$ cat src/rtl/fmprt_pkg.sv
package fmprt_pkg;

  localparam int ENTRIES = 16;
  localparam int IDX_W   = (ENTRIES > 1) ? $clog2(ENTRIES) : 1;
  localparam int ADDR_W  = 32;
  localparam int LEN_W   = 6;
  localparam int BLK_W   = 32;

  localparam int IN_W    = 136;
  localparam int OUT_W   = 72;

  localparam logic [1:0] OP_ADD    = 2'd0;
  localparam logic [1:0] OP_LOOKUP = 2'd1;
  localparam logic [1:0] OP_CLEAR  = 2'd2;

  localparam logic [1:0] ST_OK   = 2'd0;
  localparam logic [1:0] ST_MISS = 2'd1;
  localparam logic [1:0] ST_FULL = 2'd2;

  typedef struct packed {
    logic [BLK_W-1:0]  end_block;
    logic [BLK_W-1:0]  start_block;
    logic [LEN_W-1:0]  len;
    logic [ADDR_W-1:0] prefix;
  } entry_t;

  // Commands from the controller to the datapath.
  typedef struct packed {
    logic load;
    logic exec;
    logic scan_step;
    logic out_load;
  } cmd_t;

  // Status from the datapath to the controller.
  typedef struct packed {
    logic is_lookup;
    logic hit;
    logic last;
    logic out_free;
  } sts_t;

endpackage

$ cat src/rtl/fmprt_ram.sv
module fmprt_ram #(
  parameter int WIDTH = 8,
  parameter int DEPTH = 16,
  localparam int AW = (DEPTH > 1) ? $clog2(DEPTH) : 1
) (
  input  logic             clk,
  input  logic             we,
  input  logic [AW-1:0]    waddr,
  input  logic [WIDTH-1:0] wdata,
  input  logic             re,
  input  logic [AW-1:0]    raddr,
  output logic [WIDTH-1:0] rdata
);

  logic [WIDTH-1:0] mem [DEPTH];

  always_ff @(posedge clk) begin
    if (we) begin
      mem[waddr] <= wdata;
    end
    if (re) begin
      rdata <= mem[raddr];
    end
  end

endmodule

$ cat src/rtl/fmprt_ctrl.sv
module fmprt_ctrl (
  input  logic            clk,
  input  logic            rst,
  input  logic            s_tvalid,
  output logic            s_tready,
  input  fmprt_pkg::sts_t sts,
  output fmprt_pkg::cmd_t cmd
);
  import fmprt_pkg::*;

  typedef enum logic [3:0] {
    S_IDLE   = 4'b0001,
    S_EXEC   = 4'b0010,
    S_SCAN   = 4'b0100,
    S_RESULT = 4'b1000
  } state_t;

  state_t state;
  state_t state_next;

  assign s_tready = (state == S_IDLE);

  always_comb begin
    state_next    = state;
    cmd           = '0;
    case (state)
      S_IDLE: begin
        if (s_tvalid) begin
          cmd.load   = 1'b1;
          state_next = sts.is_lookup ? S_SCAN : S_EXEC;
        end
      end
      S_EXEC: begin
        cmd.exec   = 1'b1;
        state_next = S_RESULT;
      end
      S_SCAN: begin
        cmd.scan_step = 1'b1;
        if (sts.hit || sts.last) begin
          state_next = S_RESULT;
        end
      end
      S_RESULT: begin
        if (sts.out_free) begin
          cmd.out_load = 1'b1;
          state_next   = S_IDLE;
        end
      end
      default: begin
        state_next = S_IDLE;
      end
    endcase
  end

  always_ff @(posedge clk) begin
    if (rst) begin
      state <= S_IDLE;
    end else begin
      state <= state_next;
    end
  end

endmodule

$ cat src/rtl/fmprt_dp.sv
module fmprt_dp (
  input  logic                        clk,
  input  logic                        rst,
  input  logic [fmprt_pkg::IN_W-1:0]  s_tdata,
  output logic                        m_tvalid,
  input  logic                        m_tready,
  output logic [fmprt_pkg::OUT_W-1:0] m_tdata,
  input  fmprt_pkg::cmd_t             cmd,
  output fmprt_pkg::sts_t             sts
);
  import fmprt_pkg::*;

  localparam logic [IDX_W-1:0] LAST_IDX = IDX_W'(ENTRIES - 1);

  // Latched input item.
  logic [1:0]        op_q;
  logic [ADDR_W-1:0] pfx_q;
  logic [LEN_W-1:0]  len_q;
  logic [BLK_W-1:0]  sblk_q;
  logic [BLK_W-1:0]  eblk_q;
  logic [ADDR_W-1:0] key_q;

  logic [ENTRIES-1:0] valid;
  logic [IDX_W-1:0]   scan_idx;
  logic [IDX_W-1:0]   rd_idx;
  logic               rd_pending;

  logic [1:0]       res_status;
  logic [BLK_W-1:0] res_start;
  logic [BLK_W-1:0] res_end;

  logic             free_found;
  logic [IDX_W-1:0] free_idx;

  entry_t           wr_entry;
  entry_t           rd_entry;
  logic             ram_we;
  logic [ADDR_W-1:0] len_mask;
  logic             key_match;

  // Lowest-numbered empty entry; the downward loop lets the lowest index win.
  always_comb begin
    free_found = 1'b0;
    free_idx   = '0;
    for (int i = ENTRIES - 1; i >= 0; i--) begin
      if (!valid[i]) begin
        free_found = 1'b1;
        free_idx   = IDX_W'(i);
      end
    end
  end

  assign wr_entry = '{end_block: eblk_q, start_block: sblk_q, len: len_q, prefix: pfx_q};
  assign ram_we   = cmd.exec && (op_q == OP_ADD) && free_found;

  fmprt_ram #(
    .WIDTH($bits(entry_t)),
    .DEPTH(ENTRIES)
  ) u_ram (
    .clk  (clk),
    .we   (ram_we),
    .waddr(free_idx),
    .wdata(wr_entry),
    .re   (cmd.scan_step),
    .raddr(scan_idx),
    .rdata(rd_entry)
  );

  // A length of zero matches everything; a length at or above the address
  // width compares the whole address.
  always_comb begin
    if (rd_entry.len == '0) begin
      len_mask = '0;
    end else if (rd_entry.len >= LEN_W'(ADDR_W)) begin
      len_mask = '1;
    end else begin
      len_mask = ~({ADDR_W{1'b1}} >> rd_entry.len[4:0]);
    end
  end

  assign key_match = (((rd_entry.prefix ^ key_q) & len_mask) == '0);

  assign sts.is_lookup = (s_tdata[1:0] == OP_LOOKUP);
  assign sts.hit       = rd_pending && valid[rd_idx] && key_match;
  assign sts.last      = rd_pending && (rd_idx == LAST_IDX);
  assign sts.out_free  = !m_tvalid || m_tready;

  always_ff @(posedge clk) begin
    if (cmd.load) begin
      op_q   <= s_tdata[1:0];
      pfx_q  <= s_tdata[33:2];
      len_q  <= s_tdata[39:34];
      sblk_q <= s_tdata[71:40];
      eblk_q <= s_tdata[103:72];
      key_q  <= s_tdata[135:104];
    end
    rd_idx <= scan_idx;
    if (cmd.exec) begin
      res_start <= '0;
      res_end   <= '0;
      if (op_q == OP_ADD) begin
        res_status <= free_found ? ST_OK : ST_FULL;
      end else begin
        res_status <= ST_OK;
      end
    end else if (cmd.scan_step && sts.hit) begin
      res_status <= ST_OK;
      res_start  <= rd_entry.start_block;
      res_end    <= rd_entry.end_block;
    end else if (cmd.scan_step && sts.last) begin
      res_status <= ST_MISS;
      res_start  <= '0;
      res_end    <= '0;
    end
    if (cmd.out_load) begin
      m_tdata <= {{(OUT_W - 2 - 2 * BLK_W){1'b0}}, res_end, res_start, res_status};
    end
  end

  always_ff @(posedge clk) begin
    if (rst) begin
      valid      <= '0;
      scan_idx   <= '0;
      rd_pending <= 1'b0;
      m_tvalid   <= 1'b0;
    end else begin
      rd_pending <= cmd.scan_step;
      if (cmd.load) begin
        scan_idx <= '0;
      end else if (cmd.scan_step) begin
        scan_idx <= scan_idx + 1'b1;
      end
      if (cmd.exec && (op_q == OP_CLEAR)) begin
        valid <= '0;
      end else if (ram_we) begin
        valid[free_idx] <= 1'b1;
      end
      if (cmd.out_load) begin
        m_tvalid <= 1'b1;
      end else if (m_tready) begin
        m_tvalid <= 1'b0;
      end
    end
  end

endmodule

$ cat src/rtl/first_match_prefix_range_table.sv
// First-match prefix range table with sixteen entries.
// The slave channel (s_tvalid, s_tready, s_tdata) takes one command per
// transfer: add an entry, look up an address, or clear the table. The master
// channel (m_tvalid, m_tready, m_tdata) returns exactly one result per command.
// Commands are worked one at a time. An add, a clear or an unused code is
// carried out in a single execute state and its result registered before it
// goes to the output. A lookup reads the entry memory one entry per cycle
// from index zero and stops at the first match or after the last entry; the
// entry memory has a single read port.
// A new command is taken only once the result of the last one has been
// loaded into the output register.
// A finished result waits in an output register, and the next command is
// taken while it does; only when a second result is ready before the first
// has been taken does the block hold it and stop accepting until m_tready.
// Reset empties the table at once (all entries invalid) and drops any result
// not yet taken; the block accepts commands from the first cycle after reset.
module first_match_prefix_range_table (
  input  logic                        clk,
  input  logic                        rst,
  input  logic                        s_tvalid,
  output logic                        s_tready,
  // operation[1:0], prefix[33:2], prefix_len[39:34], start_block[71:40],
  // end_block[103:72], key_address[135:104]
  input  logic [fmprt_pkg::IN_W-1:0]  s_tdata,
  output logic                        m_tvalid,
  input  logic                        m_tready,
  // status[1:0], found_start[33:2], found_end[65:34], zero padding above
  output logic [fmprt_pkg::OUT_W-1:0] m_tdata
);
  import fmprt_pkg::*;

  cmd_t cmd;
  sts_t sts;

  fmprt_ctrl u_ctrl (
    .clk     (clk),
    .rst     (rst),
    .s_tvalid(s_tvalid),
    .s_tready(s_tready),
    .sts     (sts),
    .cmd     (cmd)
  );

  fmprt_dp u_dp (
    .clk     (clk),
    .rst     (rst),
    .s_tdata (s_tdata),
    .m_tvalid(m_tvalid),
    .m_tready(m_tready),
    .m_tdata (m_tdata),
    .cmd     (cmd),
    .sts     (sts)
  );

endmodule
$ cat config.mk
export PLATFORM = sky130hd
export DESIGN_NAME = first_match_prefix_range_table
export DESIGN_NICKNAME = d
export VERILOG_FILES = /design/src/rtl/fmprt_pkg.sv /design/src/rtl/fmprt_ram.sv /design/src/rtl/fmprt_ctrl.sv /design/src/rtl/fmprt_dp.sv /design/src/rtl/first_match_prefix_range_table.sv
export SDC_FILE = /design/constraint.sdc
export NUM_CORES = 2
export LEC_CHECK = 0
export BUFFER_PORTS_ARGS = -buffer_cell sky130_fd_sc_hd__buf_4
export CAP_MARGIN = 10
export CORE_ASPECT_RATIO = 0.8
export CORE_UTILIZATION = 30
export CTS_CLUSTER_SIZE = 14
export DETAILED_ROUTE_END_ITERATION = 10
export GPL_ROUTABILITY_DRIVEN = 0
export MAX_ROUTING_LAYER = met4
export PLACE_DENSITY_LB_ADDON = 0.05
export SLEW_MARGIN = 20
export SYNTH_ARGS = -nofsm -noshare
export SYNTH_HDL_FRONTEND = slang
export SYNTH_SLANG_ARGS = --single-unit
$ cat constraint.sdc
create_clock -name clk -period 15 [get_ports clk]
set_input_delay 3 -clock clk [delete_from_list [all_inputs] [get_ports clk]]
set_output_delay 3 -clock clk [all_outputs]
set_load 0.05 [all_outputs]
Yosys cells after proc, flatten, opt, wreduce, memory -nomap -nowiden
Memory sizes are Yosys's and may differ from the RTL's. A register that Yosys moved wholly into a read port is not among the register bits.
Cells that the tools add are included.
Widths: inputs -> output; s select.

word-level totals
  register bits = 298
  RAM bits = 1632
  input bits = 140
  memories = 1

operators by class
  add/subtract/negate cells = 1
  order comparisons = 4
  equality and inequality tests = 10
  shift-type cells = 1
  mux-type cells = 61
  bitwise logic cells = 4
  reductions and logical operators = 21

memory list
  name            depth  bits a word  read ports  clocked after Yosys merged registers in  wr ports  RTL line         text
  u_dp.u_ram.mem  16     102          1           1                                        1         fmprt_ram.sv:15  logic [WIDTH-1:0] mem [DEPTH];

operators with widths
  kind                   number
  $mux 32                5
  $mux 4                 19
  $and 32x32->32         1
  $logic_not 32->1       1
  $not 32->32            1
  $shr 32x5->32 const A  1
  $xor 32x32->32         1
  $mux 1                 28
  $or 16x16->16          1
  $pmux 4 s4             1
  $lt 4x5->1 const B     2
  $mux 2                 5
  $logic_and 1x1->1      9
  $eq 4x4->1 const B     2
  $ge 6x6->1 const B     1
  $logic_not 6->1        1
  $add 4x1->4 const B    1
  $bmux 1 s4             1
  $demux 1 s4            1
  $eq 4x1->1 const B     1
  $eq 4x2->1 const B     1
  $eq 4x3->1 const B     1
  $ge 4x1->1 const B     1
  $ne 2x2->1 const B     2
  11 further kinds       14

Depth between registers and ports, before layout
  depth in word-level cells = 21
  depth in mapped cells = 10
  mapped depth without buffers = 7

Cells and area by module
Synthesis repeated with hierarchy kept, for this count alone.

second synthesis, totals
  cell total of the unflattened synthesis = 3541
  area, all modules = 76286.9 sq um

by module, submodules not included
  module      instances  cells each  area an instance (sq um)
  fmprt_ram   1          2610        63980.1
  fmprt_dp    1          907         12090.3
  fmprt_ctrl  1          24          216.5

Worst setup path after synthesis
Ideal clock, no wire load.

  path kind = flip-flop to flip-flop
  start = register u_ctrl.state[3]
  end = memory u_dp.u_ram.mem[0][0] in the netlist's numbering (enable)
  library setup time = 813 ps
  arrival time = 11025 ps
  data required time = 14187 ps
  path slack = 3162 ps
  stages on the path, launching flop included = 6
  buffers on the path = 3
  period minus slack after synthesis = 11838 ps
  cell sequence = dfxtp_1 or4b_1 clkbuf_1 clkbuf_1 clkbuf_1 nor4_1

between the ends
  cells in the longest elaborated chain, start to end = 6

RTL lines
  item                            RTL line          text
  from (decl)                     fmprt_ctrl.sv:18  state_t state;
  from (signal assigned)          fmprt_ctrl.sv:59  state <= state_next;
  $eq 4x2->1                      fmprt_ctrl.sv:26  case (state)
  $mux 1                          fmprt_ctrl.sv:26
  $logic_and 1x1->1 (2 in a row)  fmprt_dp.sv:54    assign ram_we = cmd.exec && (op_q == OP_ADD) && free_found;
  $mux 1                          fmprt_ram.sv:18   if (we) begin
  $mux 1 (implied by the code)    fmprt_ram.sv:19   mem[waddr] <= wdata;
  to (decl)                       fmprt_ram.sv:15

Every way passes these cells.

Final worst setup path
  start = register u_ctrl.state[3]
  end = output port s_tready

between the ends
  cells in the longest elaborated chain, start to end = 1

RTL lines
  item        RTL line                              text
  $eq 4x1->1  fmprt_ctrl.sv:21                      assign s_tready = (state == S_IDLE);
  to (decl)   first_match_prefix_range_table.sv:21  output logic s_tready,

Every way passes these cells.

==> impl_metrics.csv <==
group,metric,value,unit
yosys,synth_warnings,0,
worst_setup_path,critical_path.slowest_cell,"nor4b_1",
die,die_w,565,µm
sta,max_slew.worst_pin.slew,1.01,ns
sta,min_period_over_period,33.7,%
sta,slew_violations,0,
power,finalPower,12.0,mW
worst_setup_path,r2r_cells,5,
clocking,clk-insertion-delay-late,0.86,ns
yosys,netlist_area,76000,µm²
hold_path,holdCritPathClass,"flop to flop",
worst_setup_path,crit_chain,"nor4b_1 > buf_4",
clocking,path_clk_slew,0.06,ns
grt,grt_pass1_wl,301000,µm
die,io_pins,214,
sta,maxSlewHeadroom,32.6,%
route,post_drt_wl_per_cell,30.2,µm
clocking,root_buffer,"clkbuf_16",
yosys,async_flop_share,0,%
placement,io_buffers,207,
sta,fmax,198,MHz
die,die_area,255000,µm²
grt,grt_overflow_total,0,
worst_setup_path,cp_max_fo,4,
route,vias,35200,
power,powerDensity,135,nW/µm²
sta,fin_hold_ws,0.436,ns
grt,antenna_found_initial,13,
yosys,synth-edff-count,1938,
yosys,synth_cell_type_count,60,
worst_setup_path,cp_slowest_stage_delay,0.56,ns
finish,layout.nets,3748,
die,num_rows,164,
yosys,seq_area_frac_synth,79.0,%
sta,setup_tns,0,ns
sta,finalSetupViolCount,0,
sta,rsz0062_at_grt,"no",
grt,grt_pass1_vias,37800,
worst_setup_path,worst_ep_required_time,12.00,ns
route,drt_iter0_markers,2749,
clocking,cts_buffer_depth,4,
power,cellLeakagePower,27.2,nW
sta,finalHoldViolCount,0,
route,viasPerCell,4.96,
route,firstDrtPassIters,5,
finish,fill_cells,23000,
clocking,cts_tree,"built",
clocking,cts_inserted_buffers,224,
die,design.core.area,251000,µm²
clocking,post_cts_buffers,0,
worst_setup_path,crit_path_start_kind,"flop",
finish,drive_gt1_share,32.1,%
yosys,avgSynthCellArea,23.1,µm²
power,ir_drop,0.0000908,V
finish,area_delta_synth_final,17.2,%
route,drcViolationCount,0,
placement,placed_area,81700,µm²
yosys,synth-main-ff-cell,"edfxtp_1",
sta,fin_crit,5.05,ns
grt,grt_max_degree,113,
yosys,syn_inst,3287,
clocking,cts_hold_buf,0,
sta,skew,0.0515,ns
clocking,ctsHtreeMaxLevel,4,
job,drv_cap,0,
die,start_util,30.3,%
worst_setup_path,endpoint_kind,"output pin",
yosys,ys_ff_latch,2032,
die,die_y,452,µm
grt,grt.total_usage,17.3,%
finish,finalInstanceArea,89100,µm²
worst_setup_path,path_class,"flop to output pin",
outcome,status,"completed",
clocking,cts_num_sinks,2032,
route,wl,214000,µm
route,antenna_left,0,
hold_path,hold_path_depth,0,
worst_setup_path,crit_arrival,2.05,ns
placement,place_hpwl,112000,µm
clocking,cts_resized,0,
[Yosys cell counts (3+ instances only)]
cell type,number,area [µm²]
buf_4,7,52.6
and3_1,65,407
a21oi_1,18,90.1
nor2b_1,3,18.8
clkbuf_1,123,462
nand4_1,71,444
o211ai_2,46,576
nor4_1,5,31.3
buf_2,31,155
o211ai_1,19,143
inv_1,9,33.8
xnor2_1,16,140
o2111ai_1,4,35.0
nor3_1,8,40.0
o21ai_0,4,20.0
edfxtp_1,1938,58200
o21a_1,15,113
buf_12,5,100
nor2_1,39,146
mux4_2,513,11600
dfxtp_1,94,1880
xor2_1,19,166
nand2_1,80,300
buf_1,29,109
nand3_1,72,360
a31oi_1,5,31.3
[layout by cell type, fill, tap and decap left out, types with 16 or more instances in the layout]
master / netlist / routed
edfxtp_1: 1938 / 1938
mux4_2: 513 / 513
buf_4: 7 / 275
clkbuf_16: 0 / 231
dfxtp_1: 94 / 90
nand2_1: 80 / 80
nand4_1: 71 / 71
nand3_1: 72 / 71
and3_1: 65 / 65
clkinv_2: 0 / 52
o211ai_2: 46 / 46
clkinv_1: 0 / 39
clkbuf_1: 123 / 35
bufinv_16: 0 / 25
nor2_1: 39 / 24
o211ai_1: 19 / 19
xor2_1: 19 / 19
a21oi_1: 18 / 17
xnor2_1: 16 / 16
[cells by family (layout without fill, tap and decap cells)]
family                   count (synthesis)  in the layout  share of synthesized area [%]
flip-flops                            2032           2032                           79.0
multiplexers                           516            516                           15.2
AND/OR/NAND/NOR                        361            361                           2.49
buffers and inverters                  205            702                           1.22
AO/OA/AOI/OAI                          136            136                           1.60
XOR/XNOR                                35             35                          0.403
adder cells (fa/ha/maj)                  1              1                         0.0165
other                                    1              8                        0.00493
[worst max-delay path, delay by kind of cell (launching register included)]
family                 cells  cell delay (ns)
and+or+nand+nor            1             0.56
DFF                        1             0.33
buffers and inverters      1             0.31
[sequential cells by signal (all words and copies together), names as in the netlist, 4 cells and up]
| signal | flops |
|---|---|
| u_ctrl.state | 4 |
| u_dp.eblk_q | 32 |
| u_dp.key_q | 32 |
| u_dp.len_q | 6 |
| u_dp.m_tdata | 66 |
| u_dp.pfx_q | 32 |
| u_dp.rd_idx | 4 |
| u_dp.res_end | 32 |
| u_dp.res_start | 32 |
| u_dp.sblk_q | 32 |
| u_dp.scan_idx | 4 |
| u_dp.u_ram.mem | 1632 |
| u_dp.u_ram.rdata | 102 |
| u_dp.valid | 16 |
[routing by layer]
| layer | share of wire [%] | up-vias | track usage, % |
|---|---|---|---|
| li1 | - | 14600 | - |
| met2 | 49 | 790 | 27.8 |
| met5 | 0 | - | - |
| met1 | 45 | 19600 | 23.5 |
| met4 | 2.0 | 0 | 3.88 |
| met3 | 3.8 | 272 | 2.36 |
[where the power goes]
part / leakage (nW) / switching, mW / internal (mW)
Clock: 3.63 / 2.27 / 3.28
Combinational: 5.39 / 0.0688 / 0.0407
Sequential: 18.2 / 0.0933 / 6.26
[final timing paths]
check,from,slack (ns),end
worst max-delay path,u_ctrl.state[3]$_SDFFE_PP0P_,9.95,s_tready
worst max register to register,u_dp.scan_idx[0]$_SDFFE_PP0P_,10.04,u_dp.u_ram.rdata[30]$_DFFE_PP_
worst min register to register,u_dp.res_status[1]$_SDFFCE_PN0P_,0.44,u_dp.m_tdata[1]$_DFFE_PP_
worst min-delay path,u_dp.res_status[1]$_SDFFCE_PN0P_,0.44,u_dp.m_tdata[1]$_DFFE_PP_
[stage by stage]
step	utilization (%)	worst slack (ns)	std cells
3_3_place_gp	32.6	9.73	6700
2_1_floorplan	-	3.16	3292
5_1_grt	35.5	9.59	7110
6_report	35.5	9.95	7111
4_1_cts	35.5	9.81	7108
3_5_place_dp	32.6	9.76	6700
[layout make-up]
type	count	area, µm²	area share, %
Clock inverter	132	1310	1.47
Antenna cell	2	5.00	0.00561
Multi-Input combinational cell	1055	15200	17.1
Clock buffer	276	6050	6.79
Tap cell	3320	4150	4.66
Timing Repair Buffer	285	2260	2.54
Inverter	9	46.3	0.0519
Sequential cell	2032	60100	67.4
Note: power is estimated with default switching activity, not from simulation.
